### config.mk
export PLATFORM = sky130hd
export DESIGN_NAME = utf32_string_reader
export DESIGN_NICKNAME = d
export VERILOG_FILES = /design/src/rtl/u32sr_pkg.sv /design/src/rtl/utf32_string_reader.sv /design/src/rtl/u32sr_front.sv /design/src/rtl/u32sr_queue.sv /design/src/rtl/u32sr_back.sv
export SDC_FILE = /design/constraint.sdc
export NUM_CORES = 1
export LEC_CHECK = 0
export BUFFER_PORTS_ARGS = -buffer_cell sky130_fd_sc_hd__buf_4
export CAP_MARGIN = 20
export CORE_MARGIN = 2
export CORE_UTILIZATION = 35
export CTS_BUF_LIST = sky130_fd_sc_hd__clkbuf_16
export DETAILED_ROUTE_END_ITERATION = 10
export MAX_ROUTING_LAYER = met4
export SLEW_MARGIN = 5
export SYNTH_ARGS = -nofsm -noshare
export SYNTH_HDL_FRONTEND = slang
export SYNTH_SLANG_ARGS = --single-unit
### constraint.sdc
create_clock -name clock -period 6.7 [get_ports clock]
set_clock_uncertainty 0.2 [all_clocks]
set_input_delay 0.335 -clock clock [delete_from_list [all_inputs] [get_ports clock]]
set_output_delay 0.335 -clock clock [all_outputs]
set_load 0.02 [all_outputs]
### src/rtl/u32sr_pkg.sv
package u32sr_pkg;

   localparam int unsigned QUEUE_DEPTH = 4;

   localparam int unsigned BYTE_W    = 8;
   localparam int unsigned UNIT_W    = 16;
   localparam int unsigned CP_W      = 32;
   localparam int unsigned COUNT_W   = 16;
   localparam int unsigned CHARS_W   = 16;
   localparam int unsigned BYTES_W   = 18;
   localparam int unsigned CSR_ADDR_W = 3;
   localparam int unsigned CSR_DATA_W = 32;
   localparam int unsigned RSP_DATA_W = 72;

   localparam logic [CP_W-1:0]    UNI_MAX    = 32'h0010_FFFF;
   localparam logic [CP_W-1:0]    BMP_TOP    = 32'h0000_FFFF;
   localparam logic [20:0]        BMP_SPAN   = 21'h01_0000;
   localparam logic [UNIT_W-1:0]  REPL_UNIT  = 16'hFFFD;
   localparam logic [UNIT_W-1:0]  SURR_HI    = 16'hD800;
   localparam logic [UNIT_W-1:0]  SURR_LO    = 16'hDC00;
   localparam logic [COUNT_W-1:0] POINT_MAX  = 16'hFFFF;

   typedef enum logic [CSR_ADDR_W-1:0] {
      CSR_LITTLE_ENDIAN  = 3'd0,
      CSR_USE_TERMINATOR = 3'd1,
      CSR_USE_BYTE_LIMIT = 3'd2,
      CSR_USE_CHAR_LIMIT = 3'd3,
      CSR_TERMINATOR     = 3'd4,
      CSR_MAX_CHARS      = 3'd5,
      CSR_MAX_BYTES      = 3'd6,
      CSR_SKIP_INVALID   = 3'd7
   } csr_index_type;

   typedef enum logic [2:0] {
      CAUSE_NONE     = 3'd0,
      CAUSE_TERM     = 3'd1,
      CAUSE_BYTES    = 3'd2,
      CAUSE_CHARS    = 3'd3,
      CAUSE_DATA_OUT = 3'd4,
      CAUSE_EMPTY    = 3'd5
   } cause_type;

   typedef enum logic [1:0] {
      KIND_END  = 2'd0,
      KIND_ONE  = 2'd1,
      KIND_PAIR = 2'd2
   } kind_type;

   typedef struct packed {
      kind_type             kind;
      logic [UNIT_W-1:0]    unit_hi;
      logic [UNIT_W-1:0]    unit_lo;
      logic [CP_W-1:0]      cp;
      logic                 last;
      cause_type            cause;
      logic                 nodata;
      logic [COUNT_W-1:0]   points;
   } entry_type;

endpackage

### src/rtl/utf32_string_reader.sv
// Channel  Direction  Word
// req_     in         tdata: byte_value[7:0]; tuser: start_flag; tlast: end_of_data
// rsp_     out        tdata: utf16_unit, code_point, end_cause, no_data_at_start,
//                     points_read; tuser: unit_present; tlast: last
// csr_     in         write enable, register index, 32-bit write data
//
// One byte word is taken per cycle while the queue has room; results leave one per cycle
// from the single output register while rsp_tready holds, a surrogate pair as two words.
// The queue between byte decode and unit emit holds QUEUE_DEPTH decoded points;
// req_tready drops only when it is full.
// Synchronous reset restores the control registers to their defaults and empties the queue.
module utf32_string_reader #(
   parameter int unsigned QUEUE_DEPTH = u32sr_pkg::QUEUE_DEPTH
) (
   input  logic                                 clock,
   input  logic                                 reset,
   input  logic                                 req_tvalid,
   output logic                                 req_tready,
   input  logic [u32sr_pkg::BYTE_W-1:0]         req_tdata,   // byte_value
   input  logic                                 req_tuser,   // start_flag
   input  logic                                 req_tlast,
   output logic                                 rsp_tvalid,
   input  logic                                 rsp_tready,
   // utf16_unit[15:0], code_point[47:16], end_cause[50:48], no_data_at_start[51],
   // points_read[67:52], zero fill
   output logic [u32sr_pkg::RSP_DATA_W-1:0]     rsp_tdata,
   output logic                                 rsp_tuser,   // unit_present
   output logic                                 rsp_tlast,
   input  logic                                 csr_we,
   input  logic [u32sr_pkg::CSR_ADDR_W-1:0]     csr_addr,
   input  logic [u32sr_pkg::CSR_DATA_W-1:0]     csr_wdata
);

   logic                   push;
   logic                   pop;
   logic                   full;
   logic                   empty;
   u32sr_pkg::entry_type   push_entry;
   u32sr_pkg::entry_type   head;

   u32sr_front u_front (
      .clock      (clock),
      .reset      (reset),
      .req_tvalid (req_tvalid),
      .req_tready (req_tready),
      .req_tdata  (req_tdata),
      .req_tuser  (req_tuser),
      .req_tlast  (req_tlast),
      .csr_we     (csr_we),
      .csr_addr   (csr_addr),
      .csr_wdata  (csr_wdata),
      .queue_full (full),
      .push       (push),
      .push_entry (push_entry)
   );

   u32sr_queue #(
      .DEPTH (QUEUE_DEPTH)
   ) u_queue (
      .clock      (clock),
      .reset      (reset),
      .push       (push),
      .push_entry (push_entry),
      .full       (full),
      .pop        (pop),
      .empty      (empty),
      .head       (head)
   );

   u32sr_back u_back (
      .clock      (clock),
      .reset      (reset),
      .head       (head),
      .empty      (empty),
      .pop        (pop),
      .rsp_tvalid (rsp_tvalid),
      .rsp_tready (rsp_tready),
      .rsp_tdata  (rsp_tdata),
      .rsp_tuser  (rsp_tuser),
      .rsp_tlast  (rsp_tlast)
   );

endmodule

### src/rtl/u32sr_front.sv
module u32sr_front (
   input  logic                                 clock,
   input  logic                                 reset,
   input  logic                                 req_tvalid,
   output logic                                 req_tready,
   input  logic [u32sr_pkg::BYTE_W-1:0]         req_tdata,
   input  logic                                 req_tuser,
   input  logic                                 req_tlast,
   input  logic                                 csr_we,
   input  logic [u32sr_pkg::CSR_ADDR_W-1:0]     csr_addr,
   input  logic [u32sr_pkg::CSR_DATA_W-1:0]     csr_wdata,
   input  logic                                 queue_full,
   output logic                                 push,
   output u32sr_pkg::entry_type                 push_entry
);

   logic                                 little_endian_ff;
   logic                                 use_term_ff;
   logic                                 use_bytes_ff;
   logic                                 use_chars_ff;
   logic [u32sr_pkg::CP_W-1:0]           term_ff;
   logic [u32sr_pkg::CHARS_W-1:0]        max_chars_ff;
   logic [u32sr_pkg::BYTES_W-1:0]        max_bytes_ff;
   logic                                 skip_ff;

   logic [23:0]                          buf_ff, buf_in, buf_eff;
   logic [1:0]                           phase_ff, phase_in, phase_eff;
   logic [u32sr_pkg::COUNT_W-1:0]        pc_ff, pc_in, pc_eff, pc_new;
   logic                                 done_ff, done_in, done_eff;

   logic                                 accept;
   logic                                 zero_limit;
   logic                                 push_c;
   logic [u32sr_pkg::CP_W-1:0]           cp;
   logic [19:0]                          cp_off;
   u32sr_pkg::cause_type                 cause;

   assign req_tready = !queue_full;
   assign accept     = req_tvalid && req_tready;
   assign push       = accept && push_c;

   assign zero_limit = (use_chars_ff && (max_chars_ff == '0))
                    || (use_bytes_ff && (max_bytes_ff < u32sr_pkg::BYTES_W'(2)));

   assign cp = little_endian_ff ? {req_tdata, buf_ff[7:0], buf_ff[15:8], buf_ff[23:16]}
                                : {buf_ff, req_tdata};
   assign cp_off = 20'(cp[20:0] - u32sr_pkg::BMP_SPAN);

   always_comb begin
      buf_eff   = req_tuser ? '0 : buf_ff;
      phase_eff = req_tuser ? '0 : phase_ff;
      pc_eff    = req_tuser ? '0 : pc_ff;
      done_eff  = req_tuser ? 1'b0 : done_ff;
      pc_new    = (pc_eff == u32sr_pkg::POINT_MAX) ? pc_eff : pc_eff + 1'b1;

      if (use_term_ff && (cp == term_ff)) begin
         cause = u32sr_pkg::CAUSE_TERM;
      end else if (use_bytes_ff && (pc_new >= max_bytes_ff[u32sr_pkg::BYTES_W-1:2])) begin
         cause = u32sr_pkg::CAUSE_BYTES;
      end else if (use_chars_ff && (pc_new >= max_chars_ff)) begin
         cause = u32sr_pkg::CAUSE_CHARS;
      end else if (req_tlast) begin
         cause = u32sr_pkg::CAUSE_DATA_OUT;
      end else begin
         cause = u32sr_pkg::CAUSE_NONE;
      end

      buf_in   = buf_eff;
      phase_in = phase_eff;
      pc_in    = pc_eff;
      done_in  = done_eff;
      push_c   = 1'b0;
      push_entry.kind    = u32sr_pkg::KIND_END;
      push_entry.unit_hi = '0;
      push_entry.unit_lo = '0;
      push_entry.cp      = '0;
      push_entry.last    = 1'b1;
      push_entry.cause   = u32sr_pkg::CAUSE_NONE;
      push_entry.nodata  = 1'b0;
      push_entry.points  = pc_eff;

      if (req_tuser && zero_limit) begin
         done_in = 1'b1;
         push_c  = 1'b1;
         push_entry.cause = u32sr_pkg::CAUSE_EMPTY;
      end else if (done_eff) begin
         push_c = 1'b0;
      end else if (phase_eff != 2'd3) begin
         buf_in   = {buf_eff[15:0], req_tdata};
         phase_in = phase_eff + 2'd1;
         if (req_tlast) begin
            done_in  = 1'b1;
            buf_in   = '0;
            phase_in = '0;
            push_c   = 1'b1;
            push_entry.cause  = u32sr_pkg::CAUSE_DATA_OUT;
            push_entry.nodata = (pc_eff == '0);
         end
      end else begin
         buf_in   = '0;
         phase_in = '0;
         pc_in    = pc_new;
         done_in  = (cause != u32sr_pkg::CAUSE_NONE);
         push_entry.points = pc_new;
         push_entry.cause  = cause;
         if (cp > u32sr_pkg::UNI_MAX) begin
            if (skip_ff) begin
               push_c = (cause != u32sr_pkg::CAUSE_NONE);
            end else begin
               push_c = 1'b1;
               push_entry.kind    = u32sr_pkg::KIND_ONE;
               push_entry.unit_lo = u32sr_pkg::REPL_UNIT;
               push_entry.cp      = cp;
               push_entry.last    = (cause != u32sr_pkg::CAUSE_NONE);
            end
         end else if (cp > u32sr_pkg::BMP_TOP) begin
            push_c = 1'b1;
            push_entry.kind    = u32sr_pkg::KIND_PAIR;
            push_entry.unit_hi = u32sr_pkg::SURR_HI | {6'd0, cp_off[19:10]};
            push_entry.unit_lo = u32sr_pkg::SURR_LO | {6'd0, cp_off[9:0]};
            push_entry.cp      = cp;
            push_entry.last    = (cause != u32sr_pkg::CAUSE_NONE);
         end else begin
            push_c = 1'b1;
            push_entry.kind    = u32sr_pkg::KIND_ONE;
            push_entry.unit_lo = cp[u32sr_pkg::UNIT_W-1:0];
            push_entry.cp      = cp;
            push_entry.last    = (cause != u32sr_pkg::CAUSE_NONE);
         end
      end
   end

   always_ff @(posedge clock) begin
      if (reset) begin
         little_endian_ff <= 1'b1;
         use_term_ff      <= 1'b1;
         use_bytes_ff     <= 1'b0;
         use_chars_ff     <= 1'b0;
         term_ff          <= '0;
         max_chars_ff     <= '0;
         max_bytes_ff     <= '0;
         skip_ff          <= 1'b0;
         buf_ff           <= '0;
         phase_ff         <= '0;
         pc_ff            <= '0;
         done_ff          <= 1'b1;
      end else begin
         if (csr_we) begin
            case (u32sr_pkg::csr_index_type'(csr_addr))
               u32sr_pkg::CSR_LITTLE_ENDIAN:  little_endian_ff <= csr_wdata[0];
               u32sr_pkg::CSR_USE_TERMINATOR: use_term_ff      <= csr_wdata[0];
               u32sr_pkg::CSR_USE_BYTE_LIMIT: use_bytes_ff     <= csr_wdata[0];
               u32sr_pkg::CSR_USE_CHAR_LIMIT: use_chars_ff     <= csr_wdata[0];
               u32sr_pkg::CSR_TERMINATOR:     term_ff          <= csr_wdata;
               u32sr_pkg::CSR_MAX_CHARS:
                  max_chars_ff <= csr_wdata[u32sr_pkg::CHARS_W-1:0];
               u32sr_pkg::CSR_MAX_BYTES:
                  max_bytes_ff <= csr_wdata[u32sr_pkg::BYTES_W-1:0];
               u32sr_pkg::CSR_SKIP_INVALID:   skip_ff          <= csr_wdata[0];
               default: begin
               end
            endcase
         end
         if (accept) begin
            buf_ff   <= buf_in;
            phase_ff <= phase_in;
            pc_ff    <= pc_in;
            done_ff  <= done_in;
         end
      end
   end

endmodule

### src/rtl/u32sr_queue.sv
module u32sr_queue #(
   parameter int unsigned DEPTH = u32sr_pkg::QUEUE_DEPTH
) (
   input  logic                  clock,
   input  logic                  reset,
   input  logic                  push,
   input  u32sr_pkg::entry_type  push_entry,
   output logic                  full,
   input  logic                  pop,
   output logic                  empty,
   output u32sr_pkg::entry_type  head
);

   localparam int unsigned PTR_W   = (DEPTH > 1) ? $clog2(DEPTH) : 1;
   localparam int unsigned COUNT_W = $clog2(DEPTH + 1);

   u32sr_pkg::entry_type   slot_ff [DEPTH];
   logic [PTR_W-1:0]       wr_ff, wr_in, rd_ff, rd_in;
   logic [COUNT_W-1:0]     count_ff, count_in;

   assign full  = (count_ff == COUNT_W'(DEPTH));
   assign empty = (count_ff == '0);
   assign head  = slot_ff[rd_ff];

   always_comb begin
      wr_in    = wr_ff;
      rd_in    = rd_ff;
      count_in = count_ff;
      if (push) begin
         wr_in = (wr_ff == PTR_W'(DEPTH - 1)) ? '0 : wr_ff + 1'b1;
      end
      if (pop) begin
         rd_in = (rd_ff == PTR_W'(DEPTH - 1)) ? '0 : rd_ff + 1'b1;
      end
      if (push && !pop) begin
         count_in = count_ff + 1'b1;
      end else if (pop && !push) begin
         count_in = count_ff - 1'b1;
      end
   end

   always_ff @(posedge clock) begin
      if (push) begin
         slot_ff[wr_ff] <= push_entry;
      end
   end

   always_ff @(posedge clock) begin
      if (reset) begin
         wr_ff    <= '0;
         rd_ff    <= '0;
         count_ff <= '0;
      end else begin
         wr_ff    <= wr_in;
         rd_ff    <= rd_in;
         count_ff <= count_in;
      end
   end

endmodule

### src/rtl/u32sr_back.sv
module u32sr_back (
   input  logic                                 clock,
   input  logic                                 reset,
   input  u32sr_pkg::entry_type                 head,
   input  logic                                 empty,
   output logic                                 pop,
   output logic                                 rsp_tvalid,
   input  logic                                 rsp_tready,
   output logic [u32sr_pkg::RSP_DATA_W-1:0]     rsp_tdata,
   output logic                                 rsp_tuser,
   output logic                                 rsp_tlast
);

   logic                                 valid_ff, valid_in;
   logic                                 half_ff, half_in;
   logic [u32sr_pkg::RSP_DATA_W-1:0]     data_ff, data_in;
   logic                                 user_ff, user_in;
   logic                                 last_ff, last_in;
   logic                                 load;
   logic                                 take;
   logic                                 first_half;
   logic [u32sr_pkg::UNIT_W-1:0]         unit;
   u32sr_pkg::cause_type                 cause;

   assign load       = !valid_ff || rsp_tready;
   assign take       = load && !empty;
   assign first_half = (head.kind == u32sr_pkg::KIND_PAIR) && !half_ff;
   assign pop        = take && !first_half;

   always_comb begin
      case (head.kind)
         u32sr_pkg::KIND_PAIR: begin
            unit    = half_ff ? head.unit_lo : head.unit_hi;
            user_in = 1'b1;
         end
         u32sr_pkg::KIND_ONE: begin
            unit    = head.unit_lo;
            user_in = 1'b1;
         end
         default: begin
            unit    = '0;
            user_in = 1'b0;
         end
      endcase
      last_in  = first_half ? 1'b0 : head.last;
      cause    = first_half ? u32sr_pkg::CAUSE_NONE : head.cause;
      data_in  = {4'd0, head.points, head.nodata, cause, head.cp, unit};
      valid_in = take ? 1'b1 : (load ? 1'b0 : valid_ff);
      half_in  = take ? first_half : half_ff;
   end

   always_ff @(posedge clock) begin
      if (take) begin
         data_ff <= data_in;
         user_ff <= user_in;
         last_ff <= last_in;
      end
   end

   always_ff @(posedge clock) begin
      if (reset) begin
         valid_ff <= 1'b0;
         half_ff  <= 1'b0;
      end else begin
         valid_ff <= valid_in;
         half_ff  <= half_in;
      end
   end

   assign rsp_tvalid = valid_ff;
   assign rsp_tdata  = data_ff;
   assign rsp_tuser  = user_ff;
   assign rsp_tlast  = last_ff;

endmodule

==> results.sh, run 1 <==
export IMPL_floorplan_die_area_um2=63500
export IMPL_row_count=90
export IMPL_drcViolationCount=0
export IMPL_pwr_density_cell_nw_per_um2=340
export IMPL_maxSlewViolCount=0
export IMPL_dr_pass1_iters=5
export IMPL_pin_count=126
export IMPL_grt_max_degree=72
export IMPL_h_tree_depth=2
export IMPL_first_global_vias=12800
export IMPL_drive_gt1_share_pct=19.2
export IMPL_synthMuxAreaShare_pct=10.4
export IMPL_cts_tree="done"
export IMPL_final_cells=2529
export IMPL_cp_arrival_ns=5.99
export IMPL_worstMarginPinSlew_ns=1.05
export IMPL_fmax_mhz=176
export IMPL_r2r_end="u_queue.count_ff[2]"
export IMPL_synth_top_family_by_area="multiplexers"
export IMPL_synth_enable_flop_cells=394
export IMPL_synth_area_top_cells="edfxtp_1 (55%), dfxtp_1 (12%), mux4_2 (8.5%)"
export IMPL_clk_path_buf_depth=3
export IMPL_place_ws_ns=0.942
export IMPL_grt_pass1_wl_um=79500
export IMPL_postRouteWirelength_um=53200
export IMPL_yosysSeqAreaShare_pct=66.5
export IMPL_synth_compound_area_share_pct=6.16
export IMPL_layout_nets=1797
export IMPL_fin_hold_ws_ns=0.0190
export IMPL_startpoint_type="register"
export IMPL_drt_first_iter_violations=1019
export IMPL_crit_type="register to register"
export IMPL_final_area_um2=25600
export IMPL_gr_total_overflow=0
export IMPL_tns_ns=0
export IMPL_p_leak_nw=8.65
export IMPL_dpl_cell_area_um2=23400
export IMPL_cts_sinks=518
export IMPL_maxSlewHeadroom_pct=28.1
export IMPL_rsz0062_at_grt="no"
export IMPL_finalCriticalPeriod_ns=5.67
export IMPL_synth_area_per_cell_um2=14.1
export IMPL_synth_area_um2=21500
export IMPL_synth_top_area_share_pct=54.9
export IMPL_crit_top_cell="ha_1"
export IMPL_grtUsageTotal_pct=17.1
export IMPL_r2r_setup_slack_ns=1.03
export IMPL_vias_per_cell=5.17
export IMPL_synthAdderAreaFrac_pct=2.59
export IMPL_hold_path_end="u_front.pc_ff[1]"
export IMPL_crit_required_ns=7.02
export IMPL_clock_latency_ns=0.60
export IMPL_setup_violations=0
export IMPL_hold_path_depth=2
export IMPL_fp_dieW_um=252
export IMPL_yosys_cell_types_count=65
export IMPL_cts_buffers_inserted=53
export IMPL_vias=13100
export IMPL_hold_start="reset"
export IMPL_ys_ff_latch=518
export IMPL_clk_pin_slew_ns=0.06
export IMPL_root_buffer="clkbuf_16"
export IMPL_syn_inst=1532
export IMPL_worstPathMaxFanout=8
export IMPL_port_buffer_count=121
export IMPL_cp_top_family="compound AO/OA/AOI/OAI gates"
export IMPL_final_antenna_net_count=0
export IMPL_crit_chain="nor2b_1 > ha_1 > nand3_1 > o311ai_4 > nor4_1 > nor3b_1 > xnor2_1 > nor2_1 > ha_1 > a21o_1 > a21o_1 > a221o_1 > a32o_1 > or2_1 > o31a_2 > ha_1 > inv_1 > fa_1 > xor2_1 > or3_1 > a21oi_1"
export IMPL_synth_xor_area_share_pct=2.40
export IMPL_layout_setup_ws_ns=1.03
export IMPL_coreArea_um2=60600
export IMPL_status="completed"
export IMPL_dp_cells=2380
export IMPL_worstSetupEndpointType="register"
export IMPL_hold_viol_final=0
export IMPL_critPathSlowestCell="o311ai_4"
export IMPL_dp_final_hpwl_um=35300
export IMPL_synthArstFlopShare_pct=0
export IMPL_max_stage_delay_ns=0.57
export IMPL_vdd_drop_max_v=0.000212
export IMPL_reg2reg_from="u_front.pc_ff[0]"
export IMPL_syn_to_final_growth_pct=19.0
export IMPL_die_h_um=252
export IMPL_min_path_type="primary input to register"
export IMPL_yosysWarningCount=0
export IMPL_power_mw=8.71
export IMPL_postCtsSetupRepairBufs=0
export IMPL_final_util_pct=42.3
export IMPL_path_buf_inv=1
export IMPL_yosys_area_top_type="edfxtp_1"
export IMPL_fillCellCount=5491
export IMPL_yosys_area_share_simple_pct=9.42
export IMPL_wl_per_cell_um=21.0
export IMPL_maxCapViolCount=0
export IMPL_synth_ff_type="edfxtp_1"
export IMPL_timing_final_crit_share_pct=84.6
export IMPL_initial_core_util_pct=35.6
export IMPL_reg2regPathDepth=21
export IMPL_gp_congestion=0.848
export IMPL_antenna_found_initial=1
sequential cells by signal, indices dropped and copies added (netlist names), 2 cells and up, named ones only:
name	cells
u_front.term_ff	32
u_queue.wr_ff	2
u_front.phase_ff	2
u_queue.rd_ff	2
u_back.rsp_tdata	68
u_front.pc_ff	16
u_queue.count_ff	3
u_front.buf_ff	24
u_front.max_bytes_ff	17
u_front.max_chars_ff	16
u_queue.slot_ff	324
cell families (layout without fill, tap and decap cells):
| group | Yosys count | count (layout) |
|---|---|---|
| compound gates | 214 | 214 |
| xor+xnor | 59 | 59 |
| fa+ha+maj | 44 | 44 |
| buf+inv | 132 | 343 |
| flops | 518 | 518 |
| mux | 123 | 123 |
| other cells | 1 | 5 |
| simple gates | 441 | 441 |
synthesized netlist by cell type, types with 10 or more instances:
master,number
edfxtp_1,394
nand2_1,175
dfxtp_1,124
nor2_1,122
a21oi_1,109
mux4_2,81
clkbuf_1,56
inv_1,50
xor2_1,44
ha_1,43
mux2i_1,40
a22oi_1,30
o21ai_0,26
nand4_1,19
nor4_1,19
nand2b_1,17
nor3_1,16
buf_2,15
xnor2_1,15
and2_1,14
nand3_1,13
a22o_1,10
nor2b_1,10
worst register-to-register path, cell delays in order (launching register included):
cell and delay [ns]:
dfxtp_1 0.43, nor2b_1 0.33, ha_1 0.24, nand3_1 0.30
o311ai_4 0.57, nor4_1 0.17, nor3b_1 0.19, xnor2_1 0.12
nor2_1 0.17, ha_1 0.27, a21o_1 0.16, a21o_1 0.16
a221o_1 0.33, a32o_1 0.23, or2_1 0.24, o31a_2 0.42
ha_1 0.25, inv_1 0.08, fa_1 0.18, xor2_1 0.08
or3_1 0.31, a21oi_1 0.15
timing repair:
action / 4_1_cts / 5_1_grt
gates resized for setup: 0 / 0
hold buffers: 47 / 0
hold endpoints to repair: 89 / 0
metal layers:
metal / track usage [%] / part of all wire, %
met1: 24.5 / 48
met2: 24.9 / 44
met3: 2.74 / 5.1
met4: 5.31 / 2.9
met5: - / 0
where the power goes:
group          switching (mW)  internal, mW  leakage (nW)
Sequential              0.191          3.85          4.45
Clock                    1.25          1.72         0.897
Combinational           0.973         0.733          3.30
layout make-up:
| type | count | area [um2] | share of cell area [%] |
|---|---|---|---|
| Inverter | 50 | 188 | 0.732 |
| Clock buffer | 53 | 1330 | 5.18 |
| Tap cell | 782 | 978 | 3.82 |
| Multi-Input combinational cell | 885 | 6730 | 26.3 |
| Timing Repair Buffer | 195 | 1660 | 6.47 |
| Antenna cell | 1 | 2.50 | 0.00977 |
| Sequential cell | 518 | 14300 | 55.9 |
| Clock inverter | 45 | 414 | 1.62 |
worst max path at each step:
stage / start / end / slack (ns) / depth (start not counted)
6_report: u_front.pc_ff[0] / u_queue.count_ff[2] / 1.03 / 21
5_1_grt: u_front.pc_ff[0] / u_queue.count_ff[2] / 0.71 / 21
4_1_cts: u_front.pc_ff[0] / u_queue.count_ff[2] / 1.08 / 21
3_5_place_dp: req_tuser / u_queue.count_ff[2] / 0.94 / 22
3_3_place_gp: req_tuser / u_queue.count_ff[2] / 0.98 / 22
2_1_floorplan: u_queue.count_ff[0] / u_queue.count_ff[2] / 0.69 / 9
cell usage in the layout (no fill, tap or decap), drive strengths merged, types with 13 or more instances in the layout:
cell,count
xnor2,15
a22oi,30
o21ai,28
mux4,81
ha,43
buf,148
nor3,19
nand2b,17
a21oi,109
nand4,19
edfxtp,394
nor4,19
dfxtp,124
nand2,175
nor2,122
mux2i,41
clkinv,24
nand3,13
clkbuf,53
and2,14
inv,63
xor2,44
dlygate4sd3,47
Power figures use the tool's default switching activity.
==> run 2, diff against run 1 <==
==> constraint.sdc (replaced) <==
create_clock -name clock -period 4.85 [get_ports clock]
set_clock_uncertainty 0.2 [all_clocks]
set_input_delay 0.2425 -clock clock [delete_from_list [all_inputs] [get_ports clock]]
set_output_delay 0.2425 -clock clock [all_outputs]
set_load 0.02 [all_outputs]
==> run 2 against run 1 <==
  * The flow now finishes with violations (setup timing)
  * Critical path type unchanged
  * Combinational power rose by 46%
  * Via count grew 2.8%
  * Critical endpoint unchanged
  * Setup slack worse by 1.0 ns
  * First-iteration DRC count increased by 9.0%
  * Clock power is 30% higher
  * Maximum frequency is 17% higher
  * Global-route usage is 0.075 points higher
  * Flip-flop and latch count unchanged
  * Utilization rose by 1.4 points
  * Sequential share of layout area shrank 1.8 points
  * Clock-buffer cell count down 2
  * Routed wire length is 0.21% higher
==> results.sh, run 2 (synthesis gave the netlist of run 1 again) <==
export IMPL_clock_latency_ns=0.61
export IMPL_cts_sinks=518
export IMPL_final_common_cell="edfxtp_1"
export IMPL_drcViolationCount=0
export IMPL_dpl_cell_area_um2=24100
export IMPL_power_mw=11.8
export IMPL_postRouteWirelength_um=53300
export IMPL_final_util_pct=43.7
export IMPL_dr_pass1_iters=5
export IMPL_p_leak_nw=9.18
export IMPL_final_area_um2=26500
export IMPL_use_met1_pct=24.5
export IMPL_maxSlewViolCount=0
export IMPL_max_stage_delay_ns=0.58
export IMPL_vdd_drop_max_v=0.000332
export IMPL_root_buffer="clkbuf_16"
export IMPL_die_h_um=252
export IMPL_gr_total_overflow=0
export IMPL_place_ws_ns=-0.144
export IMPL_setup_violations=1
export IMPL_wl_per_cell_um=20.3
export IMPL_vias_per_cell=5.13
export IMPL_startpoint_type="register"
export IMPL_maxSlewHeadroom_pct=28.6
export IMPL_cts_tree="done"
export IMPL_fp_dieW_um=252
export IMPL_port_buffer_count=121
export IMPL_clk_pin_slew_ns=0.06
export IMPL_crit_type="register to register"
export IMPL_maxCapViolCount=0
export IMPL_cts_buffers_inserted=51
export IMPL_fillCellCount=5452
export IMPL_violations="setup timing"
export IMPL_crit_top_cell="a21o_1"
export IMPL_coreArea_um2=60600
export IMPL_timing_final_crit_share_pct=100
export IMPL_floorplan_die_area_um2=63500
export IMPL_gp_congestion=0.902
export IMPL_first_global_vias=13300
export IMPL_layout_common_cells="edfxtp_1 (394), buf_4 (217), nand2_1 (175), nor2_1 (122), dfxtp_1 (119)"
export IMPL_met2_usage_pct=25.8
export IMPL_crit_required_ns=5.17
export IMPL_layout_setup_ws_ns=-0.00398
export IMPL_cp_top_family="compound AO/OA/AOI/OAI gates"
export IMPL_initial_core_util_pct=35.6
export IMPL_syn_to_final_growth_pct=22.9
export IMPL_status="finished, violations left"
export IMPL_grt_busiest_layer="met2"
export IMPL_worstSetupEndpointType="register"
export IMPL_grtUsageTotal_pct=17.2
export IMPL_vias=13400
export IMPL_diodes=0
export IMPL_dp_final_hpwl_um=36100
export IMPL_h_tree_depth=2
export IMPL_fin_hold_ws_ns=0.0649
export IMPL_critPathSlowestCell="or4_4"
export IMPL_met3_usage_pct=2.45
export IMPL_antenna_found_initial=0
export IMPL_crit_chain="nand3b_1 > or4_4 > o311ai_4 > nor4_2 > nor3b_2 > xnor2_1 > nor2_1 > ha_1 > a21o_1 > a21o_1 > a221o_1 > a32o_2 > or2_1 > o31a_2 > ha_4 > inv_2 > fa_2 > xor2_1 > or3_1 > a21oi_1"
export IMPL_final_antenna_net_count=0
export IMPL_drive_gt1_share_pct=22.8
export IMPL_hold_viol_final=0
export IMPL_grt_max_degree=77
export IMPL_finalCriticalPeriod_ns=4.85
export IMPL_drt_first_iter_violations=1111
export IMPL_fmax_mhz=206
export IMPL_worstMarginPinSlew_ns=1.07
export IMPL_path_buf_inv=1
export IMPL_pwr_density_cell_nw_per_um2=447
export IMPL_pin_count=126
export IMPL_regMostFlops="u_queue.slot_ff"
export IMPL_grt_pass1_wl_um=80900
export IMPL_cp_arrival_ns=5.18
export IMPL_clk_path_buf_depth=3
export IMPL_worstPathMaxFanout=2
export IMPL_layout_nets=1893
export IMPL_rsz0062_at_grt="yes"
export IMPL_largest_reg_flops=324
export IMPL_min_path_type="primary input to register"
export IMPL_row_count=90
==> run 2: cell count changes in the layout (fill, tap and decap cells not counted), sizes merged <==
| cell | previous run | this run |
|---|---|---|
| dlygate4sd3 | 47 | 56 |
| inv | 63 | 72 |
| clkinv | 24 | 17 |
| buf | 148 | 235 |
| diode | 1 | 0 |
| clkinvlp | 1 | 0 |
| bufinv | 7 | 5 |
==> run 2: layout make-up <==
class / instances / area [um2] / share of cell area, %
Tap cell: 782 / 978 / 3.69
Clock buffer: 51 / 1280 / 4.82
Multi-Input combinational cell: 885 / 6780 / 25.6
Sequential cell: 518 / 14300 / 54.1
Clock inverter: 44 / 350 / 1.32
Timing Repair Buffer: 293 / 2580 / 9.75
Inverter: 50 / 188 / 0.709
==> run 2: routing by layer <==
layer | vias to the layer above | part of all wire [%] | wire (um)
met5 | - | 0 | 0
met4 | 0 | 2.1 | 1130
met2 | 405 | 46 | 24600
li1 | 6250 | - | -
met3 | 75 | 5.4 | 2880
met1 | 6719 | 46 | 24700
==> run 2: what timing repair did <==
item	CTS	global route
buffers inserted	1	6
hold buffers	56	0
gates cloned	0	2
pin swaps	1	16
endpoints found under the setup margin	1	13
hold endpoints to repair	134	0
resized for setup	2	11
==> run 2: path summary, 6_finish.rpt <==
| path | startpoint | end | slack, ns | cells after the start |
|---|---|---|---|---|
| worst min-delay path | req_tuser | u_front.pc_ff[8] | 0.06 | 5 |
| worst max-delay path | u_front.pc_ff[9] | u_queue.count_ff[2] | -0.004 | 20 |
| worst max register to register | u_front.pc_ff[9] | u_queue.count_ff[2] | -0.004 | 20 |
| worst min register to register | u_front.max_chars_ff[14] | u_front.max_chars_ff[14] | 0.26 | 2 |
==> run 2: worst min-delay path, stage by stage <==
cell and delay, ns:
buf_4 0.11, buf_4 0.20, a31oi_1 0.05, o21ai_0 0.14, a21oi_1 0.06
==> run 2: stage by stage <==
step | cells | TNS [ns]
6_report | 2623 | -0.00398
5_1_grt | 2623 | -2.29
4_1_cts | 2614 | 0
3_5_place_dp | 2462 | -0.258
3_3_place_gp | 2461 | -0.142
2_1_floorplan | 1535 | -53.81
==> run 2: where the power goes <==
part | leakage, nW | switching (mW) | internal, mW
logic | 3.87 | 1.43 | 1.06
registers | 4.45 | 0.178 | 5.31
clock network | 0.864 | 1.67 | 2.18
